==> src/hw/rtl/smt_pkg.sv <==
package smt_pkg;

  // Default geometry of the timeline store
  localparam int SMT_DEPTH     = 16;
  localparam int SMT_TIME_BITS = 32;

  // Request codes
  localparam logic [1:0] REQ_ADD_ABS = 2'd0;
  localparam logic [1:0] REQ_ADD_REL = 2'd1;
  localparam logic [1:0] REQ_ADVANCE = 2'd2;

  // Status codes
  localparam logic [1:0] ST_OK        = 2'd0;
  localparam logic [1:0] ST_FINISHED  = 2'd1;
  localparam logic [1:0] ST_ZERO_DELTA = 2'd2;
  localparam logic [1:0] ST_FULL      = 2'd3;

  typedef struct packed {
    logic [1:0]  req_type;
    logic [31:0] time_value;
  } req_item_t;

  typedef struct packed {
    logic [1:0]  status;
    logic [31:0] current_time;
  } res_item_t;

  typedef enum logic [2:0] {
    S_IDLE,
    S_INS_CMP,
    S_INS_PUT,
    S_ADV_CMP,
    S_DONE
  } smt_state_t;

endpackage

==> src/hw/rtl/smt_store.sv <==
module smt_store import smt_pkg::*; #(
  parameter int DEPTH     = SMT_DEPTH,
  parameter int TIME_BITS = SMT_TIME_BITS,
  localparam int AW       = (DEPTH > 1) ? $clog2(DEPTH) : 1
) (
  input  logic                 clk,
  input  logic                 we,
  input  logic [AW-1:0]        waddr,
  input  logic [TIME_BITS-1:0] wdata,
  input  logic [AW-1:0]        raddr,
  output logic [TIME_BITS-1:0] rdata
);

  logic [TIME_BITS-1:0] mem [DEPTH];

  // Write port
  always_ff @(posedge clk) begin
    if (we) begin
      mem[waddr] <= wdata;
    end
  end

  // Registered read port
  always_ff @(posedge clk) begin
    rdata <= mem[raddr];
  end

endmodule

==> src/hw/rtl/smt_ctrl.sv <==
module smt_ctrl import smt_pkg::*; #(
  parameter int DEPTH     = SMT_DEPTH,
  parameter int TIME_BITS = SMT_TIME_BITS,
  localparam int AW       = (DEPTH > 1) ? $clog2(DEPTH) : 1,
  localparam int CW       = $clog2(DEPTH + 1)
) (
  input  logic                 clk,
  input  logic                 rst,
  input  logic                 req_valid,
  output logic                 req_ready,
  input  req_item_t            req,
  output logic                 res_valid,
  input  logic                 res_ready,
  output res_item_t            res,
  output logic                 mem_we,
  output logic [AW-1:0]        mem_waddr,
  output logic [TIME_BITS-1:0] mem_wdata,
  output logic [AW-1:0]        mem_raddr,
  input  logic [TIME_BITS-1:0] mem_rdata
);

  localparam int WIDE = (TIME_BITS > 32) ? TIME_BITS : 32;

  smt_state_t           state, state_next;
  logic [AW-1:0]        head, head_next;
  logic [AW-1:0]        tail, tail_next;
  logic [CW-1:0]        count, count_next;
  logic [TIME_BITS-1:0] now, now_next;
  logic [AW-1:0]        hole, hole_next;
  logic [AW-1:0]        rd, rd_next;
  logic [CW-1:0]        left, left_next;
  logic [TIME_BITS-1:0] ins_val, ins_val_next;
  logic [1:0]           pend_status, pend_status_next;
  logic                 res_valid_next;
  res_item_t            res_next;

  logic                 accept;
  logic                 fin;
  logic [1:0]           fin_status;
  logic                 slot_free;
  logic [WIDE-1:0]      val_w;
  logic [WIDE-1:0]      tmax_w;
  logic [WIDE-1:0]      sat_w;
  logic [WIDE-1:0]      now_w;
  logic [TIME_BITS-1:0] abs_t;
  logic [TIME_BITS:0]   rel_sum;
  logic [TIME_BITS-1:0] rel_t;
  logic                 full;

  function automatic logic [AW-1:0] ptr_inc(input logic [AW-1:0] p);
    return (p == AW'(DEPTH - 1)) ? '0 : p + AW'(1);
  endfunction

  function automatic logic [AW-1:0] ptr_dec(input logic [AW-1:0] p);
    return (p == '0) ? AW'(DEPTH - 1) : p - AW'(1);
  endfunction

  // Clamp the incoming time and form the saturated relative target
  always_comb begin
    val_w   = WIDE'(req.time_value);
    tmax_w  = WIDE'({TIME_BITS{1'b1}});
    sat_w   = (val_w > tmax_w) ? tmax_w : val_w;
    abs_t   = sat_w[TIME_BITS-1:0];
    rel_sum = {1'b0, now} + {1'b0, abs_t};
    rel_t   = rel_sum[TIME_BITS] ? {TIME_BITS{1'b1}} : rel_sum[TIME_BITS-1:0];
  end

  assign req_ready = (state == S_IDLE);
  assign accept    = req_valid && req_ready;
  assign full      = (count == CW'(DEPTH));
  assign slot_free = !res_valid || res_ready;

  // Sequence inserts and pops through the store
  always_comb begin
    state_next       = state;
    head_next        = head;
    tail_next        = tail;
    count_next       = count;
    now_next         = now;
    hole_next        = hole;
    rd_next          = rd;
    left_next        = left;
    ins_val_next     = ins_val;
    pend_status_next = pend_status;
    mem_we           = 1'b0;
    mem_waddr        = hole;
    mem_wdata        = ins_val;
    mem_raddr        = head;
    fin              = 1'b0;
    fin_status       = ST_OK;

    case (state)
      S_IDLE: begin
        if (accept) begin
          case (req.req_type)
            REQ_ADD_ABS, REQ_ADD_REL: begin
              if (req.req_type == REQ_ADD_REL && req.time_value == 32'd0) begin
                fin        = 1'b1;
                fin_status = ST_ZERO_DELTA;
              end else if (full) begin
                fin        = 1'b1;
                fin_status = ST_FULL;
              end else begin
                ins_val_next = (req.req_type == REQ_ADD_REL) ? rel_t : abs_t;
                if (count == '0) begin
                  // Empty store: place the time straight at the tail
                  mem_we     = 1'b1;
                  mem_waddr  = tail;
                  mem_wdata  = ins_val_next;
                  count_next = count + CW'(1);
                  tail_next  = ptr_inc(tail);
                  fin        = 1'b1;
                  fin_status = ST_OK;
                end else begin
                  mem_raddr  = ptr_dec(tail);
                  rd_next    = ptr_dec(tail);
                  hole_next  = tail;
                  left_next  = count - CW'(1);
                  state_next = S_INS_CMP;
                end
              end
            end
            REQ_ADVANCE: begin
              if (count == '0) begin
                fin        = 1'b1;
                fin_status = ST_FINISHED;
              end else begin
                mem_raddr  = head;
                state_next = S_ADV_CMP;
              end
            end
            default: begin
              fin        = 1'b1;
              fin_status = ST_OK;
            end
          endcase
        end
      end

      S_INS_CMP: begin
        if (mem_rdata > ins_val) begin
          // Shift the larger entry up into the hole and move the hole down
          mem_we    = 1'b1;
          mem_waddr = hole;
          mem_wdata = mem_rdata;
          hole_next = rd;
          if (left != '0) begin
            mem_raddr = ptr_dec(rd);
            rd_next   = ptr_dec(rd);
            left_next = left - CW'(1);
          end else begin
            state_next = S_INS_PUT;
          end
        end else begin
          mem_we     = 1'b1;
          mem_waddr  = hole;
          mem_wdata  = ins_val;
          count_next = count + CW'(1);
          tail_next  = ptr_inc(tail);
          fin        = 1'b1;
          fin_status = ST_OK;
        end
      end

      S_INS_PUT: begin
        mem_we     = 1'b1;
        mem_waddr  = hole;
        mem_wdata  = ins_val;
        count_next = count + CW'(1);
        tail_next  = ptr_inc(tail);
        fin        = 1'b1;
        fin_status = ST_OK;
      end

      S_ADV_CMP: begin
        // Pop the head; drop entries equal to the current time
        head_next  = ptr_inc(head);
        count_next = count - CW'(1);
        if (mem_rdata == now) begin
          if (count == CW'(1)) begin
            fin        = 1'b1;
            fin_status = ST_FINISHED;
          end else begin
            mem_raddr = ptr_inc(head);
          end
        end else begin
          now_next   = mem_rdata;
          fin        = 1'b1;
          fin_status = ST_OK;
        end
      end

      S_DONE: begin
        fin        = 1'b1;
        fin_status = pend_status;
      end

      default: begin
        state_next = S_IDLE;
      end
    endcase

    // Hand the result to the output register, or hold it until there is room
    res_valid_next = res_valid && !res_ready;
    res_next       = res;
    now_w          = WIDE'(now_next);
    if (fin) begin
      if (slot_free) begin
        res_valid_next        = 1'b1;
        res_next.status       = fin_status;
        res_next.current_time = now_w[31:0];
        state_next            = S_IDLE;
      end else begin
        pend_status_next = fin_status;
        state_next       = S_DONE;
      end
    end
  end

  // Control registers
  always_ff @(posedge clk) begin
    if (rst) begin
      state     <= S_IDLE;
      head      <= '0;
      tail      <= '0;
      count     <= '0;
      now       <= '0;
      res_valid <= 1'b0;
    end else begin
      state     <= state_next;
      head      <= head_next;
      tail      <= tail_next;
      count     <= count_next;
      now       <= now_next;
      res_valid <= res_valid_next;
    end
  end

  // Working registers
  always_ff @(posedge clk) begin
    hole        <= hole_next;
    rd          <= rd_next;
    left        <= left_next;
    ins_val     <= ins_val_next;
    pend_status <= pend_status_next;
    res         <= res_next;
  end

endmodule

==> src/hw/rtl/sorted_milestone_timeline.sv <==
// Channel | Handshake           | Payload
// req     | req_valid/req_ready | req_item_t: req_type, time_value
// res     | res_valid/res_ready | res_item_t: status, current_time
//
// One item at a time, one result per item, all through a store with one write and one read port.
// Add: later entries shift up and the new time fills the hole; if empty, the tail.
// Advance: pops entries at the current time, then pops the next as the new time.
// Status-only replies (zero delta, full, empty, unknown) are decided in the idle state.
// Reset is synchronous; the store needs no clearing. A stalled result is held.
module sorted_milestone_timeline import smt_pkg::*; #(
  parameter int DEPTH     = SMT_DEPTH,
  parameter int TIME_BITS = SMT_TIME_BITS,
  localparam int AW       = (DEPTH > 1) ? $clog2(DEPTH) : 1
) (
  input  logic      clk,
  input  logic      rst,
  input  logic      req_valid,
  output logic      req_ready,
  input  req_item_t req,
  output logic      res_valid,
  input  logic      res_ready,
  output res_item_t res
);

  logic                 mem_we;
  logic [AW-1:0]        mem_waddr;
  logic [TIME_BITS-1:0] mem_wdata;
  logic [AW-1:0]        mem_raddr;
  logic [TIME_BITS-1:0] mem_rdata;

  // Sequencer: pointers, current time and result register
  smt_ctrl #(
    .DEPTH     (DEPTH),
    .TIME_BITS (TIME_BITS)
  ) u_ctrl (
    .clk       (clk),
    .rst       (rst),
    .req_valid (req_valid),
    .req_ready (req_ready),
    .req       (req),
    .res_valid (res_valid),
    .res_ready (res_ready),
    .res       (res),
    .mem_we    (mem_we),
    .mem_waddr (mem_waddr),
    .mem_wdata (mem_wdata),
    .mem_raddr (mem_raddr),
    .mem_rdata (mem_rdata)
  );

  // Circular milestone store, kept sorted from head to tail
  smt_store #(
    .DEPTH     (DEPTH),
    .TIME_BITS (TIME_BITS)
  ) u_store (
    .clk   (clk),
    .we    (mem_we),
    .waddr (mem_waddr),
    .wdata (mem_wdata),
    .raddr (mem_raddr),
    .rdata (mem_rdata)
  );

endmodule

==> config.mk <==
export PLATFORM = sky130hd
export DESIGN_NAME = sorted_milestone_timeline
export DESIGN_NICKNAME = d
export VERILOG_FILES = /design/src/hw/rtl/smt_pkg.sv /design/src/hw/rtl/smt_store.sv /design/src/hw/rtl/smt_ctrl.sv /design/src/hw/rtl/sorted_milestone_timeline.sv
export SDC_FILE = /design/constraint.sdc
export NUM_CORES = 1
export LEC_CHECK = 0
export ABC_CLOCK_PERIOD_IN_PS = 12350
export BUFFER_PORTS_ARGS = -buffer_cell sky130_fd_sc_hd__buf_2
export CAP_MARGIN = 15
export CORE_UTILIZATION = 55
export CTS_BUF_LIST = sky130_fd_sc_hd__clkbuf_4
export DETAILED_ROUTE_END_ITERATION = 10
export PLACE_DENSITY = 0.83
export SLEW_MARGIN = 20
export SYNTH_ARGS = -nofsm -noshare
export SYNTH_HDL_FRONTEND = slang
export SYNTH_SLANG_ARGS = --single-unit
export TNS_END_PERCENT = 1
==> constraint.sdc <==
create_clock -name clk -period 12.35 [get_ports clk]
set_input_delay 1.235 -clock clk [delete_from_list [all_inputs] [get_ports clk]]
set_output_delay 1.235 -clock clk [all_outputs]
set_load 0.005 [all_outputs]
==> impl_metrics.ini, run 1 <==
[synth]
synth.avg_cell_area_um2 = 14.6
synth-seq-cells = 674
synth_seq_area_share = 0.636
yosys.area.top_type = edfxtp_1
yosys-top-cells-area = edfxtp_1 58%, mux2i_1 16%, dfxtp_1 5.3%, ha_1 3.1%, xor2_1 1.5%
synth_cell_type_count = 70
synth_ff_type = edfxtp_1
synth_top_area_frac = 0.583
syn_nets = 2205
synth_edf_count = 593
syn-instance-count = 2090
yosysWarnings = 0
ys_async_sr_fraction = 0
syn-cell-area_um2 = 30500

[sta]
tightestPinTransition_ps = 1120
rsz0062_at_grt = no
post-route-period-util = 0.456
setup_viol = 0
slew_headroom = 0.251
max_freq_ghz = 0.177
skew_ps = 57.4
finalCriticalPeriod_ps = 5640
drv_slew = 0
hold_viol = 0
fin_setup_tns_ps = 0

[clock_tree]
cts_made_buffers = 161
clkSinkCount = 674
htree_levels = 4
cts_resized = 0
clkSlewWorstSetupHoldPaths_ps = 70
cts_tree = done
ctsRootBufferMaster = clkbuf_4
ctsLongestPathBuffers = 3
clock_latency_ps = 1020
postCtsSetupBuffers = 0
cts_hold_buf = 0

[global_route]
grt_max_degree = 139
grt_antenna_before_repair = 2
grt_usage = 0.268
grt_pass1_wl_um = 112000
grt_overflow = 0
grt_pass1_vias = 19057

[worst_setup_path]
path_max_fanout = 138
max_stage_delay_ps = 860
critPathMostFrequentCell = mux2i_1
slowest_stage = nor4_1
path_cells = ha_1 > nand4_1 > nor4_1 > a21bo_2 > a31oi_4 > o31ai_2 > a2111oi_4 > buf_12 > buf_12 > mux2i_1 > mux2i_1 > mux2i_1 > mux2i_1
worstPathRequired_ps = 13210
startpoint = u_store.rdata[15]
worstSetupStartpointType = flip-flop
critPathArrivalTime_ps = 6500
path_class = reg -> reg
crit_path_end_kind = flip-flop
rr_startpoint = u_store.rdata[15]

[power]
p_int_w = 0.00512
ir_worst_vdd_uv = 219
switching_share = 0.353
p_per_area_nw_per_um2 = 234
power_frac_seq = 0.434
leakagePower_nw = 14.9
total_power_w = 0.00792
p_clk_frac = 0.230
p_sw_w = 0.00279
p_comb_frac = 0.336

[drt]
vias = 18956
wl_per_cell_um = 23.8
vias_per_cell = 6.03
ant_nets = 0
first_iter_violations = 1952
drc = 0
first_pass_iters = 6
wirelength_um = 74900

[floorplan]
die_h_um = 238
io_pins = 74
initial_core_util = 0.556
rows = 86
die_area_um2 = 56500
die_x_um = 238
core_area_um2 = 55000

[hold_path]
worstHoldStart = res_ready
hp-class = in -> reg

[finish]
multiInputGateArea_um2 = 10500
nNetsFinal = 2381
syn_to_final_growth_pct = 10.9
drive_gt1_frac = 0.183
seq_area_um2 = 19400
fillCellCount = 3967

[run]
cap_violations = 0

[placed_design]
portBuffers = 73
dp_hpwl_um = 44400
finalWeightedCongestion = 0.946

[outcome]
status = complete, no violations
## logic make-up after synthesis
logic type	share of synthesized area
flip-flops	0.636
multiplexers	0.172
AND/OR/NAND/NOR	0.0487
AO/OA/AOI/OAI	0.0662
buffers and inverters	0.0251
adder cells (fa/ha/maj)	0.0318
XOR/XNOR	0.0204
## power by group through the flow
stage / registers [W] / clock network (W) / logic [W]
floorplan: 0.00337 / 0 / 0.00189
global placement: 0.00345 / 0 / 0.00254
detailed placement: 0.00347 / 0 / 0.00263
CTS: 0.00343 / 0.00185 / 0.00265
global route: 0.00346 / 0.00197 / 0.00285
finish: 0.00344 / 0.00182 / 0.00266
## stage by stage
stage	cells	hold slack [ps]	setup slack, ps	util	cell area (µm²)
6_report	3146	558	6710	0.616	33900
5_1_grt	3145	514	6540	0.616	33900
4_1_cts	3141	470	6810	0.616	33900
3_5_place_dp	2851	566	6480	0.578	31800
3_3_place_gp	2851	561	6640	0.578	31800
2_1_floorplan	2090	504	7850	-	30500
## state kept, by name (all words and copies together), names as in the netlist
register and cells:
u_ctrl.tail 4, u_ctrl.rd 4, u_store.mem 512, u_ctrl.now 32, u_ctrl.res_valid 1, u_ctrl.count 5
u_ctrl.ins_val 32, u_ctrl.head 4, u_ctrl.state 3, u_store.rdata 32, u_ctrl.res 34, u_ctrl.pend_status 2
u_ctrl.left 5, u_ctrl.hole 4
## cells in the mapped netlist, types with 8 or more instances
cell      count
buf_6        17
a21o_1       51
nand2_1      53
and3_1        9
inv_1        61
mux2i_1     486
a31oi_1      12
nor3_1       16
mux2_2       34
a21oi_1      80
buf_2        15
a22o_1       30
nand4_1      12
clkbuf_1     44
nor2_1       95
edfxtp_1    593
dfxtp_1      81
nor2b_1      39
nor4_1       20
nand3_1      22
o211ai_1      8
xnor2_1      20
buf_4         9
ha_1         76
o21ai_0      38
xor2_1       51
## area by class of cell
cell class	instances	area share
Multi-Input combinational cell	1262	0.311
Tap cell	748	0.0276
Inverter	61	0.00676
Clock inverter	45	0.00687
Timing Repair Buffer	106	0.0192
Clock buffer	245	0.0543
Sequential cell	674	0.574
Antenna cell	5	0.000369
## placed cells by master (no fill, tap or decap), types with 5 or more instances in the layout
master	count
edfxtp_1	593
mux2i_1	486
clkbuf_4	245
dfxtp_1	81
a21oi_1	79
nor2_1	76
ha_1	76
buf_2	73
inv_1	61
nand2_1	53
xor2_1	51
a21o_1	51
nor2b_1	38
o21ai_0	37
mux2_2	34
clkinv_1	33
a22o_1	30
buf_4	30
nand3_1	22
nor4_1	20
xnor2_1	20
nor2_4	17
nor3_1	14
nand4_1	12
a31oi_1	10
and3_1	9
o211ai_1	8
a211oi_1	7
and2_1	7
inv_2	7
nand2b_1	6
o21bai_1	6
a21boi_0	6
diode_2	5
o31ai_1	5
o22a_1	5
## critical path, delay by kind of cell, from the launching register on
family                     cells  cell delay (ps)
AOI/OAI and AO/OA              4             1170
adders and majority gates      1              360
buffers and inverters          2             1360
muxes                          4              800
and+or+nand+nor                2             1060
DFF                            1              410
## metal layers
metal / vias up / wire length, µm / GRT usage
met3: 175 / 6440 / 0.0617
li1: 8450 / - / -
met2: 912 / 35600 / 0.431
met1: 9419 / 30500 / 0.350
met4: 0 / 2290 / 0.112
met5: - / 0 / 0
## path summary, 6_finish.rpt
check / end / slack, ps / depth (start not counted)
hold reg to reg: u_ctrl.count[1] / 580 / 2
setup reg to reg: u_store.rdata[9] / 6710 / 13
hold / removal: u_ctrl.res_valid / 560 / 4
setup / recovery: u_store.rdata[9] / 6710 / 13
No activity file was read; power rests on OpenSTA's default activity.
==> run 2: changes to the inputs <==
Settings changed: ABC_CLOCK_PERIOD_IN_PS 12350 to 5250.
Clock period 12.35 ns to 5.25 ns, I/O delays scaled along.
==> run 2 against run 1 <==
  * Core utilization rose by 0.71 points
  * Maximum frequency rose by 23%
  * Non-clock buffer count rose by 34
  * Die area did not move
  * Clock skew rose by 4.7 ps
  * Power rose by 140%
  * Final cell count rose by 1.1%
  * First-iteration DRC count rose by 5.8%
  * Critical path depth fell by 1
  * Largest power group unchanged
==> impl_metrics.ini, run 2 (synthesis results as in run 1) <==
[outcome]
status = complete, no violations

[clock_tree]
cts_made_buffers = 161
htree_levels = 4
ctsLongestPathBuffers = 3
ctsRootBufferMaster = clkbuf_4
clkSlewWorstSetupHoldPaths_ps = 70
cts_resized = 0
clkSinkCount = 674
clock_latency_ps = 910
cts_tree = done

[placed_design]
dp_cells = 2882
dp_hpwl_um = 45600
portBuffers = 73
finalWeightedCongestion = 0.945

[sta]
fin_setup_tns_ps = 0
slew_headroom = 0.262
holdWs_ps = 100
max_freq_ghz = 0.218
tightestPinTransition_ps = 1110
setup_viol = 0
drv_slew = 0
finalCriticalPeriod_ps = 4580
skew_ps = 62.1
hold_viol = 0
post-route-period-util = 0.873
rsz0062_at_grt = no

[global_route]
grt_overflow = 0
grt_max_degree = 81
grt_pass1_wl_um = 111000
grt_usage = 0.262
grt_pass1_vias = 18919
grt_antenna_before_repair = 2

[floorplan]
core_area_um2 = 55000
die_area_um2 = 56500
die_x_um = 238
rows = 86
io_pins = 74
die_h_um = 238
initial_core_util = 0.556

[finish]
final_common_cell = edfxtp_1
layout.cells.non_filler = 3181
syn_to_final_growth_pct = 12.2
largest_register_ffs = 512
utilization = 0.623
top_regs = u_store.mem x512, u_ctrl.res x34
nNetsFinal = 2415
fillCellCount = 3953
layout_common_cells = 593 x edfxtp_1, 486 x mux2i_1, 252 x clkbuf_4, 81 x dfxtp_1, 79 x a21oi_1
top_register = u_store.mem
drive_gt1_frac = 0.198

[drt]
vias = 18971
first_pass_iters = 5
wl_per_cell_um = 23.2
first_iter_violations = 2065
ant_nets = 0
vias_per_cell = 5.96
wirelength_um = 73700
drc = 0

[run]
cap_violations = 0

[worst_setup_path]
critPathArrivalTime_ps = 5280
path_class = reg -> reg
worstPathRequired_ps = 5950
path_max_fanout = 16
worstSetupStartpointType = flip-flop
crit_path_end_kind = flip-flop

[hold_path]
hp-class = in -> reg

[power]
ir_worst_vdd_uv = 410
leakagePower_nw = 15.1
p_per_area_nw_per_um2 = 550
total_power_w = 0.0188
[run 2: changes by cell type in the layout (fill, tap and decap cells not counted), moves of 3 or more]
cell	delta
clkinv_2	+5
clkinv_1	-6
clkbuf_4	+7
dlygate4sd3_1	+3
buf_4	+22
diode_2	-4
buf_12	+9
[run 2: cell type report]
| type | instances | area, µm² | area share |
|---|---|---|---|
| Multi-Input combinational cell | 1262 | 10500 | 0.308 |
| Tap cell | 748 | 936 | 0.0273 |
| Clock buffer | 252 | 1890 | 0.0552 |
| Sequential cell | 674 | 19400 | 0.567 |
| Clock inverter | 43 | 205 | 0.00599 |
| Inverter | 61 | 229 | 0.00668 |
| Timing Repair Buffer | 140 | 1030 | 0.0299 |
| Antenna cell | 1 | 2.50 | 0.0000730 |
[run 2: critical path, stage by stage (launching register included)]
cell	delay, ps
dfxtp_1	350
ha_1	430
nand4_1	240
nor2_1	200
nand3_1	120
nor3_1	360
o31ai_1	190
nand4_1	110
o211ai_1	180
o21ai_1	720
a21oi_1	260
o31ai_1	890
buf_4	340
[run 2: power by group]
group	total (W)	leakage (nW)	internal, W	switching, W
combinational	0.00650	7.77	0.00246	0.00405
clock	0.00428	1.27	0.00223	0.00204
sequential	0.00806	6.06	0.00751	0.000552
[run 2: per-stage QoR]
| stage | setup slack (ps) | area [µm²] |
|---|---|---|
| final | 668 | 34300 |
| after global routing | 666 | 34300 |
| after CTS | 840 | 34300 |
| after detailed placement | 548 | 32100 |
| after global placement | 474 | 32100 |
| after floorplan | 1210 | 30500 |
[run 2: path summary, 6_finish.rpt]
kind	startpoint	slack (ps)	endpoint	cells past startpoint
max reg2reg	u_ctrl.now[16]	670	u_store.mem[11][16]	12
max	u_ctrl.now[16]	670	u_store.mem[11][16]	12
min reg2reg	u_ctrl.tail[3]	600	u_ctrl.tail[3]	2
min	req[8]	100	u_ctrl.ins_val[8]	3
[run 2: repair_timing]
item / CTS / global route
endpoints found under the hold margin: 5 / 0
buffers inserted: 0 / 0
hold buffers: 3 / 0
[run 2: metal layers]
metal | GRT usage | vias to the layer above | routed length [µm]
met3 | 0.0456 | 161 | 6410
li1 | - | 8519 | -
met4 | 0.104 | 0 | 2090
met1 | 0.354 | 9340 | 30100
met2 | 0.421 | 951 | 35000
met5 | 0 | - | 0
